===== src/rtl/atci_pkg.sv =====
// ----------------------------------------------------------------------------
// atci_pkg
// Types and constants shared by the ATA task-file command issuer.
// ----------------------------------------------------------------------------
package atci_pkg;

  localparam int unsigned STEP_W = 4;

  typedef enum logic [1:0] {
    FUNC_READ  = 2'd0,
    FUNC_WRITE = 2'd1,
    FUNC_FLUSH = 2'd2,
    FUNC_NONE  = 2'd3
  } func_e;

  typedef enum logic [1:0] {
    ERR_OK         = 2'd0,
    ERR_ZERO_COUNT = 2'd1,
    ERR_NO_DEVICE  = 2'd2,
    ERR_NO_DMA     = 2'd3
  } err_e;

  typedef enum logic [2:0] {
    CFG_LBA48_ENABLED  = 3'd0,
    CFG_SLAVE_SELECT   = 3'd1,
    CFG_DEVICE_PRESENT = 3'd2,
    CFG_DMA_AVAILABLE  = 3'd3,
    CFG_TABLE_ADDRESS  = 3'd4
  } cfg_idx_e;

  // task-file register offsets
  localparam logic [2:0] OFF_DATA  = 3'd0;
  localparam logic [2:0] OFF_COUNT = 3'd2;
  localparam logic [2:0] OFF_LBA0  = 3'd3;
  localparam logic [2:0] OFF_LBA1  = 3'd4;
  localparam logic [2:0] OFF_LBA2  = 3'd5;
  localparam logic [2:0] OFF_DRIVE = 3'd6;
  localparam logic [2:0] OFF_CMD   = 3'd7;

  // bus-master register offsets
  localparam logic [2:0] BM_OFF_CMD    = 3'd0;
  localparam logic [2:0] BM_OFF_STATUS = 3'd2;
  localparam logic [2:0] BM_OFF_TABLE  = 3'd4;

  localparam logic TGT_TASKFILE = 1'b0;
  localparam logic TGT_BUSMASTER = 1'b1;

  localparam logic [7:0] DRIVE_LBA28   = 8'hE0;
  localparam logic [7:0] DRIVE_LBA48   = 8'h40;
  localparam logic [7:0] DRIVE_SLAVE   = 8'h10;
  localparam logic [7:0] BM_STOP       = 8'h00;
  localparam logic [7:0] BM_STATUS_CLR = 8'hFF;
  localparam logic [7:0] BM_START_RD   = 8'h09;
  localparam logic [7:0] BM_START_WR   = 8'h01;

  localparam logic [7:0] ATA_RD_SECT       = 8'h20;
  localparam logic [7:0] ATA_RD_SECT48     = 8'h24;
  localparam logic [7:0] ATA_WR_SECT       = 8'h30;
  localparam logic [7:0] ATA_WR_SECT48     = 8'h34;
  localparam logic [7:0] ATA_RD_DMA        = 8'hC8;
  localparam logic [7:0] ATA_RD_DMA48      = 8'h25;
  localparam logic [7:0] ATA_WR_DMA        = 8'hCA;
  localparam logic [7:0] ATA_WR_DMA48      = 8'h35;
  localparam logic [7:0] CMD_FLUSH         = 8'hE7;
  localparam logic [7:0] CMD_FLUSH_EXT     = 8'hEA;

  localparam logic [7:0]  PIO_MAX_COUNT = 8'hFF;
  localparam logic [3:0]  TF_LEN_LBA28  = 4'd5;
  localparam logic [3:0]  TF_LEN_LBA48  = 4'd9;

  typedef struct packed {
    logic [1:0]  func;
    logic        use_dma;
    logic [47:0] block_address;
    logic [15:0] sector_total;
  } req_t;

  typedef struct packed {
    logic        target;
    logic [2:0]  reg_offset;
    logic [31:0] write_value;
    logic [1:0]  error_code;
    logic        last;
  } rsp_t;

  typedef struct packed {
    logic        lba48_enabled;
    logic        slave_select;
    logic        device_present;
    logic        dma_available;
    logic [31:0] descriptor_table_address;
  } cfg_t;

endpackage


===== src/rtl/atci_if.sv =====
// ----------------------------------------------------------------------------
// atci_req_if / atci_rsp_if
// Valid/ready channels for requests and register-write results.
// ----------------------------------------------------------------------------
interface atci_req_if;
  logic        valid;
  logic        ready;
  logic [1:0]  func;
  logic        use_dma;
  logic [47:0] block_address;
  logic [15:0] sector_total;

  modport source (output valid, func, use_dma, block_address, sector_total, input ready);
  modport sink   (input valid, func, use_dma, block_address, sector_total, output ready);
endinterface

interface atci_rsp_if;
  logic        valid;
  logic        ready;
  logic        target;
  logic [2:0]  reg_offset;
  logic [31:0] write_value;
  logic [1:0]  error_code;
  logic        last;

  modport source (output valid, target, reg_offset, write_value, error_code, last,
                  input ready);
  modport sink   (input valid, target, reg_offset, write_value, error_code, last,
                  output ready);
endinterface


===== src/rtl/atci_step_gen.sv =====
// ----------------------------------------------------------------------------
// atci_step_gen
// Decodes a held request and a step index into one register write.
// ----------------------------------------------------------------------------
module atci_step_gen (
  input  atci_pkg::req_t                    req_i,
  input  atci_pkg::cfg_t                    cfg_i,
  input  logic [atci_pkg::STEP_W-1:0]       step_i,
  output atci_pkg::rsp_t                    rsp_o
);

  logic                       is_write;
  logic                       is_dma;
  logic                       wide;
  logic [1:0]                 err;
  logic [15:0]                cnt;
  logic [7:0]                 sl;
  logic [atci_pkg::STEP_W-1:0] tf_len;
  logic [atci_pkg::STEP_W-1:0] bm_step;
  logic [2:0]                 tf_off;
  logic [7:0]                 tf_byte;
  logic [7:0]                 cmd_byte;
  logic [47:0]                lba;

  always_comb begin
    lba      = req_i.block_address;
    is_write = (req_i.func == atci_pkg::FUNC_WRITE);
    is_dma   = req_i.use_dma;
    sl       = cfg_i.slave_select ? atci_pkg::DRIVE_SLAVE : 8'h00;

    // checks: DMA tests count first, PIO tests presence first
    err = atci_pkg::ERR_OK;
    if (is_dma) begin
      if (req_i.sector_total == 16'd0) err = atci_pkg::ERR_ZERO_COUNT;
      else if (!cfg_i.dma_available)   err = atci_pkg::ERR_NO_DMA;
    end else begin
      if (!cfg_i.device_present)       err = atci_pkg::ERR_NO_DEVICE;
      else if (req_i.sector_total == 16'd0) err = atci_pkg::ERR_ZERO_COUNT;
    end

    cnt = req_i.sector_total;
    if (!is_dma && (|req_i.sector_total[15:8])) cnt = {8'h00, atci_pkg::PIO_MAX_COUNT};

    // PIO falls back to 48-bit form when the address needs it
    wide   = cfg_i.lba48_enabled || (!is_dma && (|lba[47:28]));
    tf_len = wide ? atci_pkg::TF_LEN_LBA48 : atci_pkg::TF_LEN_LBA28;

    tf_off  = atci_pkg::OFF_DATA;
    tf_byte = 8'h00;
    if (wide) begin
      case (step_i)
        4'd0:    begin tf_off = atci_pkg::OFF_COUNT; tf_byte = cnt[15:8];   end
        4'd1:    begin tf_off = atci_pkg::OFF_LBA0;  tf_byte = lba[31:24];  end
        4'd2:    begin tf_off = atci_pkg::OFF_LBA1;  tf_byte = lba[39:32];  end
        4'd3:    begin tf_off = atci_pkg::OFF_LBA2;  tf_byte = lba[47:40];  end
        4'd4:    begin tf_off = atci_pkg::OFF_COUNT; tf_byte = cnt[7:0];    end
        4'd5:    begin tf_off = atci_pkg::OFF_LBA0;  tf_byte = lba[7:0];    end
        4'd6:    begin tf_off = atci_pkg::OFF_LBA1;  tf_byte = lba[15:8];   end
        4'd7:    begin tf_off = atci_pkg::OFF_LBA2;  tf_byte = lba[23:16];  end
        default: begin tf_off = atci_pkg::OFF_DRIVE; tf_byte = atci_pkg::DRIVE_LBA48 | sl; end
      endcase
    end else begin
      case (step_i)
        4'd0: begin
          tf_off  = atci_pkg::OFF_DRIVE;
          tf_byte = atci_pkg::DRIVE_LBA28 | sl | {4'h0, lba[27:24]};
        end
        4'd1:    begin tf_off = atci_pkg::OFF_COUNT; tf_byte = cnt[7:0];   end
        4'd2:    begin tf_off = atci_pkg::OFF_LBA0;  tf_byte = lba[7:0];   end
        4'd3:    begin tf_off = atci_pkg::OFF_LBA1;  tf_byte = lba[15:8];  end
        default: begin tf_off = atci_pkg::OFF_LBA2;  tf_byte = lba[23:16]; end
      endcase
    end

    if (is_dma) begin
      if (wide) cmd_byte = is_write ? atci_pkg::ATA_WR_DMA48 : atci_pkg::ATA_RD_DMA48;
      else      cmd_byte = is_write ? atci_pkg::ATA_WR_DMA : atci_pkg::ATA_RD_DMA;
    end else begin
      if (wide) cmd_byte = is_write ? atci_pkg::ATA_WR_SECT48 : atci_pkg::ATA_RD_SECT48;
      else      cmd_byte = is_write ? atci_pkg::ATA_WR_SECT : atci_pkg::ATA_RD_SECT;
    end

    bm_step = step_i - tf_len;

    rsp_o.target      = atci_pkg::TGT_TASKFILE;
    rsp_o.reg_offset  = atci_pkg::OFF_CMD;
    rsp_o.write_value = {24'h0, cmd_byte};
    rsp_o.error_code  = atci_pkg::ERR_OK;
    rsp_o.last        = 1'b1;

    if (req_i.func == atci_pkg::FUNC_FLUSH) begin
      rsp_o.write_value = {24'h0, cfg_i.lba48_enabled ? atci_pkg::CMD_FLUSH_EXT
                                                      : atci_pkg::CMD_FLUSH};
    end else if (err != atci_pkg::ERR_OK) begin
      rsp_o.reg_offset  = atci_pkg::OFF_DATA;
      rsp_o.write_value = 32'h0;
      rsp_o.error_code  = err;
    end else if (step_i < tf_len) begin
      rsp_o.reg_offset  = tf_off;
      rsp_o.write_value = {24'h0, tf_byte};
      rsp_o.last        = 1'b0;
    end else if (is_dma && (bm_step < 4'd4)) begin
      rsp_o.target = atci_pkg::TGT_BUSMASTER;
      rsp_o.last   = 1'b0;
      case (bm_step[1:0])
        2'd0: begin
          rsp_o.reg_offset  = atci_pkg::BM_OFF_CMD;
          rsp_o.write_value = {24'h0, atci_pkg::BM_STOP};
        end
        2'd1: begin
          rsp_o.reg_offset  = atci_pkg::BM_OFF_STATUS;
          rsp_o.write_value = {24'h0, atci_pkg::BM_STATUS_CLR};
        end
        2'd2: begin
          rsp_o.reg_offset  = atci_pkg::BM_OFF_TABLE;
          rsp_o.write_value = cfg_i.descriptor_table_address;
        end
        default: begin
          rsp_o.reg_offset  = atci_pkg::BM_OFF_CMD;
          rsp_o.write_value = {24'h0, is_write ? atci_pkg::BM_START_WR
                                               : atci_pkg::BM_START_RD};
        end
      endcase
    end
  end

endmodule


===== src/rtl/ata_taskfile_command_issuer_unit.sv =====
// ----------------------------------------------------------------------------
// ata_taskfile_command_issuer_unit
// Turns read/write/flush requests into ordered ATA register-write runs.
// ----------------------------------------------------------------------------
// Usage:
//   req_i  : request channel (func, use_dma, block_address, sector_total).
//   rsp_o  : one transaction per register write; last marks the end of a run.
//   cfg_*  : register writes (index, data); write only while the block idles.
// Path: a request is taken into the request slot, and each write of its run
//   then passes through the output register to rsp_o.
// Throughput: one register write per cycle while rsp_o.ready is high. A run is
//   1 write (flush or error), 6 or 10 writes (PIO 28/48-bit), 10 or 14 writes
//   (DMA 28/48-bit); the next request is taken in the cycle the current
//   run's last write enters the output register. A request with the unused
//   func code is taken and produces nothing.
// Reset: clears all configuration registers and empties both stages.
// Stall: while rsp_o.ready is low the output register holds its write and
//   the request slot waits; nothing is dropped.
// ----------------------------------------------------------------------------
module ata_taskfile_command_issuer_unit (
  input  logic              clk_i,
  input  logic              rst_ni,
  atci_req_if.sink          req_i,
  atci_rsp_if.source        rsp_o,
  input  logic              cfg_we_i,
  input  logic [2:0]        cfg_index_i,
  input  logic [31:0]       cfg_data_i
);

  atci_pkg::cfg_t                 cfg_q;
  atci_pkg::req_t                 slot_req_q, slot_req_d;
  logic                           slot_valid_q, slot_valid_d;
  logic [atci_pkg::STEP_W-1:0]    step_q, step_d;
  atci_pkg::rsp_t                 out_q, out_d;
  logic                           out_valid_q, out_valid_d;
  atci_pkg::rsp_t                 gen_rsp;
  logic                           adv;
  logic                           accept;

  atci_step_gen u_step_gen (
    .req_i  (slot_req_q),
    .cfg_i  (cfg_q),
    .step_i (step_q),
    .rsp_o  (gen_rsp)
  );

  assign adv           = slot_valid_q && (!out_valid_q || rsp_o.ready);
  assign req_i.ready   = !slot_valid_q || (adv && gen_rsp.last);
  assign accept        = req_i.valid && req_i.ready;

  always_comb begin
    slot_valid_d = slot_valid_q;
    slot_req_d   = slot_req_q;
    step_d       = step_q;
    if (accept) begin
      slot_valid_d = (req_i.func != atci_pkg::FUNC_NONE);
      slot_req_d   = '{func: req_i.func, use_dma: req_i.use_dma,
                       block_address: req_i.block_address,
                       sector_total: req_i.sector_total};
      step_d       = '0;
    end else if (adv) begin
      if (gen_rsp.last) slot_valid_d = 1'b0;
      step_d = step_q + 1'b1;
    end

    out_valid_d = out_valid_q;
    out_d       = out_q;
    if (adv) begin
      out_valid_d = 1'b1;
      out_d       = gen_rsp;
    end else if (rsp_o.ready) begin
      out_valid_d = 1'b0;
    end
  end

  always_ff @(posedge clk_i or negedge rst_ni) begin
    if (!rst_ni) begin
      cfg_q        <= '0;
      slot_valid_q <= 1'b0;
      out_valid_q  <= 1'b0;
      step_q       <= '0;
    end else begin
      slot_valid_q <= slot_valid_d;
      out_valid_q  <= out_valid_d;
      step_q       <= step_d;
      if (cfg_we_i) begin
        case (cfg_index_i)
          atci_pkg::CFG_LBA48_ENABLED:  cfg_q.lba48_enabled  <= cfg_data_i[0];
          atci_pkg::CFG_SLAVE_SELECT:   cfg_q.slave_select   <= cfg_data_i[0];
          atci_pkg::CFG_DEVICE_PRESENT: cfg_q.device_present <= cfg_data_i[0];
          atci_pkg::CFG_DMA_AVAILABLE:  cfg_q.dma_available  <= cfg_data_i[0];
          atci_pkg::CFG_TABLE_ADDRESS:  cfg_q.descriptor_table_address <= cfg_data_i;
          default: ;
        endcase
      end
    end
  end

  // payload registers, no reset
  always_ff @(posedge clk_i) begin
    slot_req_q <= slot_req_d;
    out_q      <= out_d;
  end

  assign rsp_o.valid       = out_valid_q;
  assign rsp_o.target      = out_q.target;
  assign rsp_o.reg_offset  = out_q.reg_offset;
  assign rsp_o.write_value = out_q.write_value;
  assign rsp_o.error_code  = out_q.error_code;
  assign rsp_o.last        = out_q.last;

endmodule

===== src/flat_wrapper.sv =====
// flat-port wrapper written by rule: the top's interface ports become plain ports
module ata_taskfile_command_issuer_unit_flat 
  (clk_i, rst_ni, cfg_we_i, cfg_index_i, cfg_data_i, req_i_valid, req_i_func, req_i_use_dma, req_i_block_address, req_i_sector_total, req_i_ready, rsp_o_valid, rsp_o_target, rsp_o_reg_offset, rsp_o_write_value, rsp_o_error_code, rsp_o_last, rsp_o_ready);
  atci_req_if req_i_i ();
  atci_rsp_if rsp_o_i ();
  input  logic clk_i;
  input  logic rst_ni;
  input  logic cfg_we_i;
  input  logic [2:0] cfg_index_i;
  input  logic [31:0] cfg_data_i;
  input wire logic [$bits(req_i_i.valid)-1:0] req_i_valid;
  input wire logic [$bits(req_i_i.func)-1:0] req_i_func;
  input wire logic [$bits(req_i_i.use_dma)-1:0] req_i_use_dma;
  input wire logic [$bits(req_i_i.block_address)-1:0] req_i_block_address;
  input wire logic [$bits(req_i_i.sector_total)-1:0] req_i_sector_total;
  output wire logic [$bits(req_i_i.ready)-1:0] req_i_ready;
  output wire logic [$bits(rsp_o_i.valid)-1:0] rsp_o_valid;
  output wire logic [$bits(rsp_o_i.target)-1:0] rsp_o_target;
  output wire logic [$bits(rsp_o_i.reg_offset)-1:0] rsp_o_reg_offset;
  output wire logic [$bits(rsp_o_i.write_value)-1:0] rsp_o_write_value;
  output wire logic [$bits(rsp_o_i.error_code)-1:0] rsp_o_error_code;
  output wire logic [$bits(rsp_o_i.last)-1:0] rsp_o_last;
  input wire logic [$bits(rsp_o_i.ready)-1:0] rsp_o_ready;
  assign req_i_i.valid = req_i_valid;
  assign req_i_i.func = req_i_func;
  assign req_i_i.use_dma = req_i_use_dma;
  assign req_i_i.block_address = req_i_block_address;
  assign req_i_i.sector_total = req_i_sector_total;
  assign req_i_ready = req_i_i.ready;
  assign rsp_o_valid = rsp_o_i.valid;
  assign rsp_o_target = rsp_o_i.target;
  assign rsp_o_reg_offset = rsp_o_i.reg_offset;
  assign rsp_o_write_value = rsp_o_i.write_value;
  assign rsp_o_error_code = rsp_o_i.error_code;
  assign rsp_o_last = rsp_o_i.last;
  assign rsp_o_i.ready = rsp_o_ready;
  ata_taskfile_command_issuer_unit u_core (.clk_i(clk_i), .rst_ni(rst_ni), .req_i(req_i_i), .rsp_o(rsp_o_i), .cfg_we_i(cfg_we_i), .cfg_index_i(cfg_index_i), .cfg_data_i(cfg_data_i));
endmodule

===== config.mk =====
export PLATFORM = sky130hd
export DESIGN_NAME = ata_taskfile_command_issuer_unit_flat
export DESIGN_NICKNAME = d
export VERILOG_FILES = /design/src/rtl/atci_pkg.sv /design/src/rtl/atci_if.sv /design/src/rtl/atci_step_gen.sv /design/src/rtl/ata_taskfile_command_issuer_unit.sv /design/src/flat_wrapper.sv
export SDC_FILE = /design/constraint.sdc
export NUM_CORES = 1
export LEC_CHECK = 0
export BUFFER_PORTS_ARGS = -buffer_cell sky130_fd_sc_hd__buf_2
export CAP_MARGIN = 0
export CORE_ASPECT_RATIO = 2
export CORE_MARGIN = 1.5
export CORE_UTILIZATION = 40
export DETAILED_ROUTE_END_ITERATION = 10
export MAX_ROUTING_LAYER = met4
export SYNTH_ARGS = -nofsm -noshare
export SYNTH_HDL_FRONTEND = slang
export SYNTH_SLANG_ARGS = --single-unit

===== constraint.sdc =====
create_clock -name clk_i -period 6.3 [get_ports clk_i]
set_input_delay 0.315 -clock clk_i [delete_from_list [all_inputs] [get_ports clk_i]]
set_output_delay 0.315 -clock clk_i [all_outputs]
set_load 0.05 [all_outputs]

==> results of run 1 <==
-- layer usage --
layer  up-vias  part of all wire  routed length (µm)  GRT usage
li1       2238                 -                   -          -
met1      2295              0.42                7010      0.250
met2       185              0.50                8300      0.312
met3        40             0.056                 937     0.0355
met4         0             0.029                 493     0.0982
met5         -                 0                   0          -
-- sequential cells by signal (all words and copies together), names as in the netlist --
signal	count
u_core.rsp_o.error_code	2
u_core.slot_valid_q	1
u_core.slot_req_q	67
u_core.step_q	4
u_core.rsp_o.target	1
u_core.rsp_o.reg_offset	3
u_core.rsp_o.write_value	32
u_core.rsp_o.valid	1
u_core.cfg_q	36
u_core.rsp_o.last	1
-- final cells by class --
type / count / area [µm²]
Tap cell: 207 / 259
Fill cell: 1494 / 8360
Timing Repair Buffer: 152 / 773
Multi-Input combinational cell: 320 / 2340
Sequential cell: 148 / 4230
Inverter: 7 / 26.3
Clock inverter: 12 / 155
Clock buffer: 20 / 447
-- critical path: cells and delay by family, from the launching register on --
family | cells | cell delay [ns]
simple gates | 3 | 0.58
fa+ha+maj | 1 | 0.22
buf+inv | 1 | 0.23
flops | 1 | 0.40
compound gates | 4 | 1.97
-- cell usage in the layout (no fill, tap or decap), types with 12 or more instances in the layout --
master and instances:
and2_1 27, nand2_1 26, nor2_1 23, edfxtp_1 106, o21ai_0 17, a22oi_1 15
buf_2 147, mux2_2 32, dfrtp_1 42, a211oi_1 12, clkbuf_16 17, a21oi_1 25
-- logic make-up after synthesis --
logic type | after synthesis | synth area share
flip-flops | 148 | 0.627
AND/OR/NAND/NOR | 134 | 0.117
AO/OA/AOI/OAI | 132 | 0.141
multiplexers | 43 | 0.0708
buffers and inverters | 36 | 0.0254
adder cells (fa/ha/maj) | 8 | 0.0148
XOR/XNOR | 3 | 0.00389
-- stage by stage --
step	total power, mW	instance area [µm²]	setup slack (ns)
after floorplan	2.16	6750	3.24
after global placement	2.47	7640	2.59
after detailed placement	2.47	7640	2.49
after CTS	3.51	8240	2.49
after global routing	3.65	8240	2.24
final	3.49	8240	2.44
-- worst min-delay path by stage --
stage                                       to  cells after the start
6_report          u_core.cfg_q[29]$_DFFE_PN0P_                      1
3_5_place_dp       u_core.cfg_q[8]$_DFFE_PN0P_                      1
5_1_grt        u_core.slot_req_q[44]$_DFFE_PP_                      1
3_3_place_gp      u_core.cfg_q[29]$_DFFE_PN0P_                      1
2_1_floorplan      u_core.cfg_q[0]$_DFFE_PN0P_                      0
4_1_cts         u_core.slot_req_q[8]$_DFFE_PP_                      1
-- power by group --
| group | switching, mW | leakage (nW) | internal [mW] |
|---|---|---|---|
| clock | 0.394 | 0.290 | 0.633 |
| combinational | 0.734 | 1.39 | 0.345 |
| sequential | 0.110 | 1.54 | 1.27 |
==> impl_metrics.toml, run 1 <==
[floorplan]
io_pins = 148
floorplan.rows = 67
floorplan.die.width_um = 94.9
floorplan.die_area_mm2 = 0.0177
die-height_um = 187
core_region_area_mm2 = 0.0166
initial_core_util = 0.407

[power]
peakVddDrop_v = 0.000213
leakagePower_nw = 3.22
p_per_area_mw_per_mm2 = 424

[clock_network]
post_cts_buffers = 0
clock-root-buffer = "clkbuf_16"
clock_tree.buffer_depth = 2
cts.reportedPaths.clkPinSlew_ns = 0.06
tritoncts_buffers = 17
postCtsResizedCells = 0
clock_h_tree_levels = 4
holdBufCountCts = 0
tritoncts = "yes"
cts_sinks = 148
clock_latency_ns = 0.43

[synth]
yosysMostFrequentCell = "edfxtp_1"
synth.net_count = 619
synth_top_cells_by_area = "edfxtp_1, dfrtp_1, mux2_2, and2_1, a21oi_1"
synth.yosys.warnings = 0
synth-async-reset-ratio = 0.284
netlist_instances = 504
synth.ff_latch_count = 148
synth_edf_count = 106
ys_dominant_reg_cell = "edfxtp_1"
synth.largest_area_cell = "edfxtp_1"
synth_top_cell_area_share = 0.472
post_synthesis_average_cell_area_um2 = 13.4
area_of_the_mapped_netlist_mm2 = 0.00675
synth.yosys.seq_area_share = 0.627
synth_common_cells = "edfxtp_1, dfrtp_1, mux2_2"
synth_cell_types = 68

[detailed_routing]
vias = 4758
ant_nets = 0
drt-total-wl_mm = 16.7
post-route-drc-count = 0
firstDrtPassIters = 5
drt-wirelength-per-cell_um = 19.3
dr.first_iter.drc_count = 328
vias_per_cell = 5.49

[worst_setup_path]
critPathKind = "reg -> reg"
cp-start-kind = "flop"
reg2reg_depth = 9
setup.worst_path.start = "u_core.slot_req_q[58]$_DFFE_PP_"
worst_r2r_endpoint = "u_core.slot_req_q[23]$_DFFE_PP_"
rr_startpoint = "u_core.slot_req_q[58]$_DFFE_PP_"
crit_path_top_delay_cell = "a31o_4"
cp_data_required_time_ns = 6.34
critical-path-max-stage-delay_ns = 0.77
setup.worst_path.end_class = "flop"
timing.critical_path.cells = "nor4_1 > nand4_1 > o21a_2 > inv_2 > ha_1 > nor2_1 > a21oi_2 > a21o_4 > a31o_4"
critPathArrivalTime_ns = 3.90
crit_fanout = 71
crit_path_end = "u_core.slot_req_q[23]$_DFFE_PP_"
rrSetupSlack_ns = 2.44

[sta]
final_min_period_over_clock_period = 0.612
layout_min_cycle_time_ns = 3.86
max_slew.worst_pin.slew_ns = 1.19
finalMaxSlewViolations = 0
hold_slack_ns = 0.0590
clock_skews_ns = 0.00833
tns_ns = 0
clock.fmax_mhz = 259
hold_viol = 0
unrepaired_setup_endpoints_after_global_routing = "false"
setup_viol = 0
slew_headroom = 0.199

[worst_hold_path]
hold_path_class = "in -> async"

[layout]
antenna-diode-count = 0
share_of_post_route_cells_with_drive_strength_above_1 = 0.360
finalNonFillerCells = 866
finish.utilization = 0.496
final_nets = 761
synthToLayoutAreaGrowth_pct = 22.1

[global_route]
globalRouteOverflowTotal = 0
grt_antenna_before_repair = 0
gr-usage-all-layers = 0.201
grt_max_degree = 72
grt_pass1_vias = 4732
first_pass_grt_wire_length_mm = 25.7

[placement]
place.detailed.hpwl_mm = 11.7
io_buffers = 147
gp_congestion = 0.881
dp.cells = 834

[outcome]
run_status = "completed"

[job]
cap_violations = 0
Note: power is estimated with default switching activity, not from simulation.
==> run 2, diff against run 1 <==
==> constraint.sdc (replaced) <==
create_clock -name clk_i -period 3.2 [get_ports clk_i]
set_input_delay 0.16 -clock clk_i [delete_from_list [all_inputs] [get_ports clk_i]]
set_output_delay 0.16 -clock clk_i [all_outputs]
set_load 0.05 [all_outputs]
==> impl_metrics.toml, run 2 (synthesis gave the netlist of run 1 again) <==
[floorplan]
die-height_um = 187
floorplan.die_area_mm2 = 0.0177
core_region_area_mm2 = 0.0166
floorplan.rows = 67
floorplan.die.width_um = 94.9
io_pins = 148
initial_core_util = 0.407

[global_route]
grt_antenna_before_repair = 0
globalRouteOverflowTotal = 0
gr-usage-all-layers = 0.224
first_pass_grt_wire_length_mm = 29.0
grt_max_degree = 43
grt_pass1_vias = 5436

[layout]
filler_cell_count = 1411
share_of_post_route_cells_with_drive_strength_above_1 = 0.335
synthToLayoutAreaGrowth_pct = 40.0
max_flop_register = "u_core.slot_req_q"
final_area_mm2 = 0.00945
final_nets = 885
antenna-diode-count = 0
finalNonFillerCells = 990
leading_cell_types_in_the_layout_fill_and_taps_excluded = "buf_2, edfxtp_1, dlygate4sd3_1, dfrtp_1, mux2_2"
largest_reg_flops = 67
final_common_cell = "buf_2"
finish.utilization = 0.569

[clock_network]
tritoncts_buffers = 17
clock-root-buffer = "clkbuf_16"
clock_tree.buffer_depth = 2
clock_latency_ns = 0.42
tritoncts = "yes"
cts_sinks = 148
clock_h_tree_levels = 4
cts.reportedPaths.clkPinSlew_ns = 0.06

[worst_setup_path]
crit_fanout = 4
cp.depth = 11
rrSetupSlack_ns = 0.20
critical-path-max-stage-delay_ns = 0.41
crit_path_top_delay_cell = "edfxtp_1"
kind_of_cell_with_the_highest_combined_delay_on_the_critical_path = "simple AND/OR/NAND/NOR gates"
worst_r2r_endpoint = "u_core.slot_req_q[39]$_DFFE_PP_"
cpMostUsedCell = "nand2_1"
critPathKind = "reg -> out"
timing.critical_path.cells = "nor4_2 > nand4_1 > o21a_2 > ha_1 > nand2b_1 > a21boi_2 > nand2_1 > a21o_4 > nand2_1 > nand2_1 > buf_4"
critPathArrivalTime_ns = 2.90
setup.worst_path.end_class = "primary output"
cp_data_required_time_ns = 3.04
path_buf_inv = 1
cp-start-kind = "flop"
rr_startpoint = "u_core.slot_req_q[56]$_DFFE_PP_"
reg2reg_depth = 10

[placement]
gp_congestion = 0.931
io_buffers = 147
preCtsSetupSlack_ns = 0.168
dp.cells = 859
place.detailed.hpwl_mm = 12.5
dpl-instance-area_mm2 = 0.00785

[sta]
clock_skews_ns = 0.0101
worst_slack_ns = 0.136
final_min_period_over_clock_period = 0.958
layout_min_cycle_time_ns = 3.06
hold_viol = 0
max_slew.worst_pin.slew_ns = 1.03
setup_viol = 0
clock.fmax_mhz = 326
finalMaxSlewViolations = 0
tns_ns = 0
slew_headroom = 0.316
unrepaired_setup_endpoints_after_global_routing = "false"

[outcome]
run_status = "completed"

[worst_hold_path]
timing.hold.worst.start = "cfg_data_i[3]"
hold_end = "u_core.cfg_q[3]$_DFFE_PN0P_"
hold_path_class = "in -> reg"
min_delay_path_depth = 2

[detailed_routing]
vias_per_cell = 5.31
drt-total-wl_mm = 18.3
vias = 5258
post-route-drc-count = 0
drt-wirelength-per-cell_um = 18.5
firstDrtPassIters = 5
dr.first_iter.drc_count = 362
ant_nets = 0

[job]
cap_violations = 0

[power]
peakVddDrop_v = 0.000554
leakagePower_nw = 3.75
p_per_area_mw_per_mm2 = 749
-- run 2: layout make-up --
class	instances	area (µm²)	share of cell area
clock buffer	21	440	0.0466
clock inverter	11	138	0.0146
inverter	7	26.3	0.00278
multi-input combinational	320	2370	0.251
sequential	148	4230	0.448
tap	207	259	0.0274
timing repair buffer	276	1980	0.210
-- run 2: worst max-delay path by stage --
stage                                               start                              end  slack, ns
after detailed placement  u_core.slot_req_q[60]$_DFFE_PP_  u_core.slot_req_q[23]$_DFFE_PP_       0.17
after global placement    u_core.slot_req_q[52]$_DFFE_PP_  u_core.slot_req_q[39]$_DFFE_PP_       0.25
final                     u_core.slot_req_q[56]$_DFFE_PP_                      req_i_ready       0.14
after floorplan           u_core.slot_req_q[58]$_DFFE_PP_   u_core.slot_req_q[0]$_DFFE_PP_       0.14
after CTS                 u_core.slot_req_q[60]$_DFFE_PP_                      req_i_ready       0.09
after global routing      u_core.slot_req_q[56]$_DFFE_PP_                      req_i_ready      0.002
-- run 2: repair_timing --
action / in CTS / in global routing
setup endpoints to repair: 0 / 45
hold buffers: 99 / 0
setup buffers: 0 / 0
hold endpoints to repair: 140 / 0
gates resized for setup: 0 / 8
-- run 2: where the power goes --
part / switching (mW) / internal (mW) / total (mW)
Clock: 0.734 / 1.22 / 1.95
Sequential: 0.199 / 2.50 / 2.70
Combinational: 1.52 / 0.893 / 2.42
-- run 2: metal layers --
layer / up-vias / GRT usage / share of wire
met5: - / - / 0
met4: 0 / 0.0999 / 0.031
met3: 40 / 0.0285 / 0.042
met2: 206 / 0.359 / 0.51
met1: 2522 / 0.281 / 0.42
li1: 2490 / - / -
-- run 2: through the flow --
step           hold slack [ns]  total power, mW
2_1_floorplan           -0.136             4.26
3_3_place_gp             0.338             5.01
3_5_place_dp             0.338             5.03
4_1_cts                0.00863             7.08
5_1_grt                 0.0308             7.41
6_report                0.0197             7.07
-- run 2: worst reg2reg max path, stage by stage (launching register included) --
cell and delay [ns]:
edfxtp_1 0.41, nor4_2 0.30, nand4_1 0.15, o21a_2 0.27, ha_1 0.35, nand2b_1 0.17, a21boi_2 0.17, nand2_1 0.11
a21o_4 0.23, a31o_4 0.35, buf_12 0.25
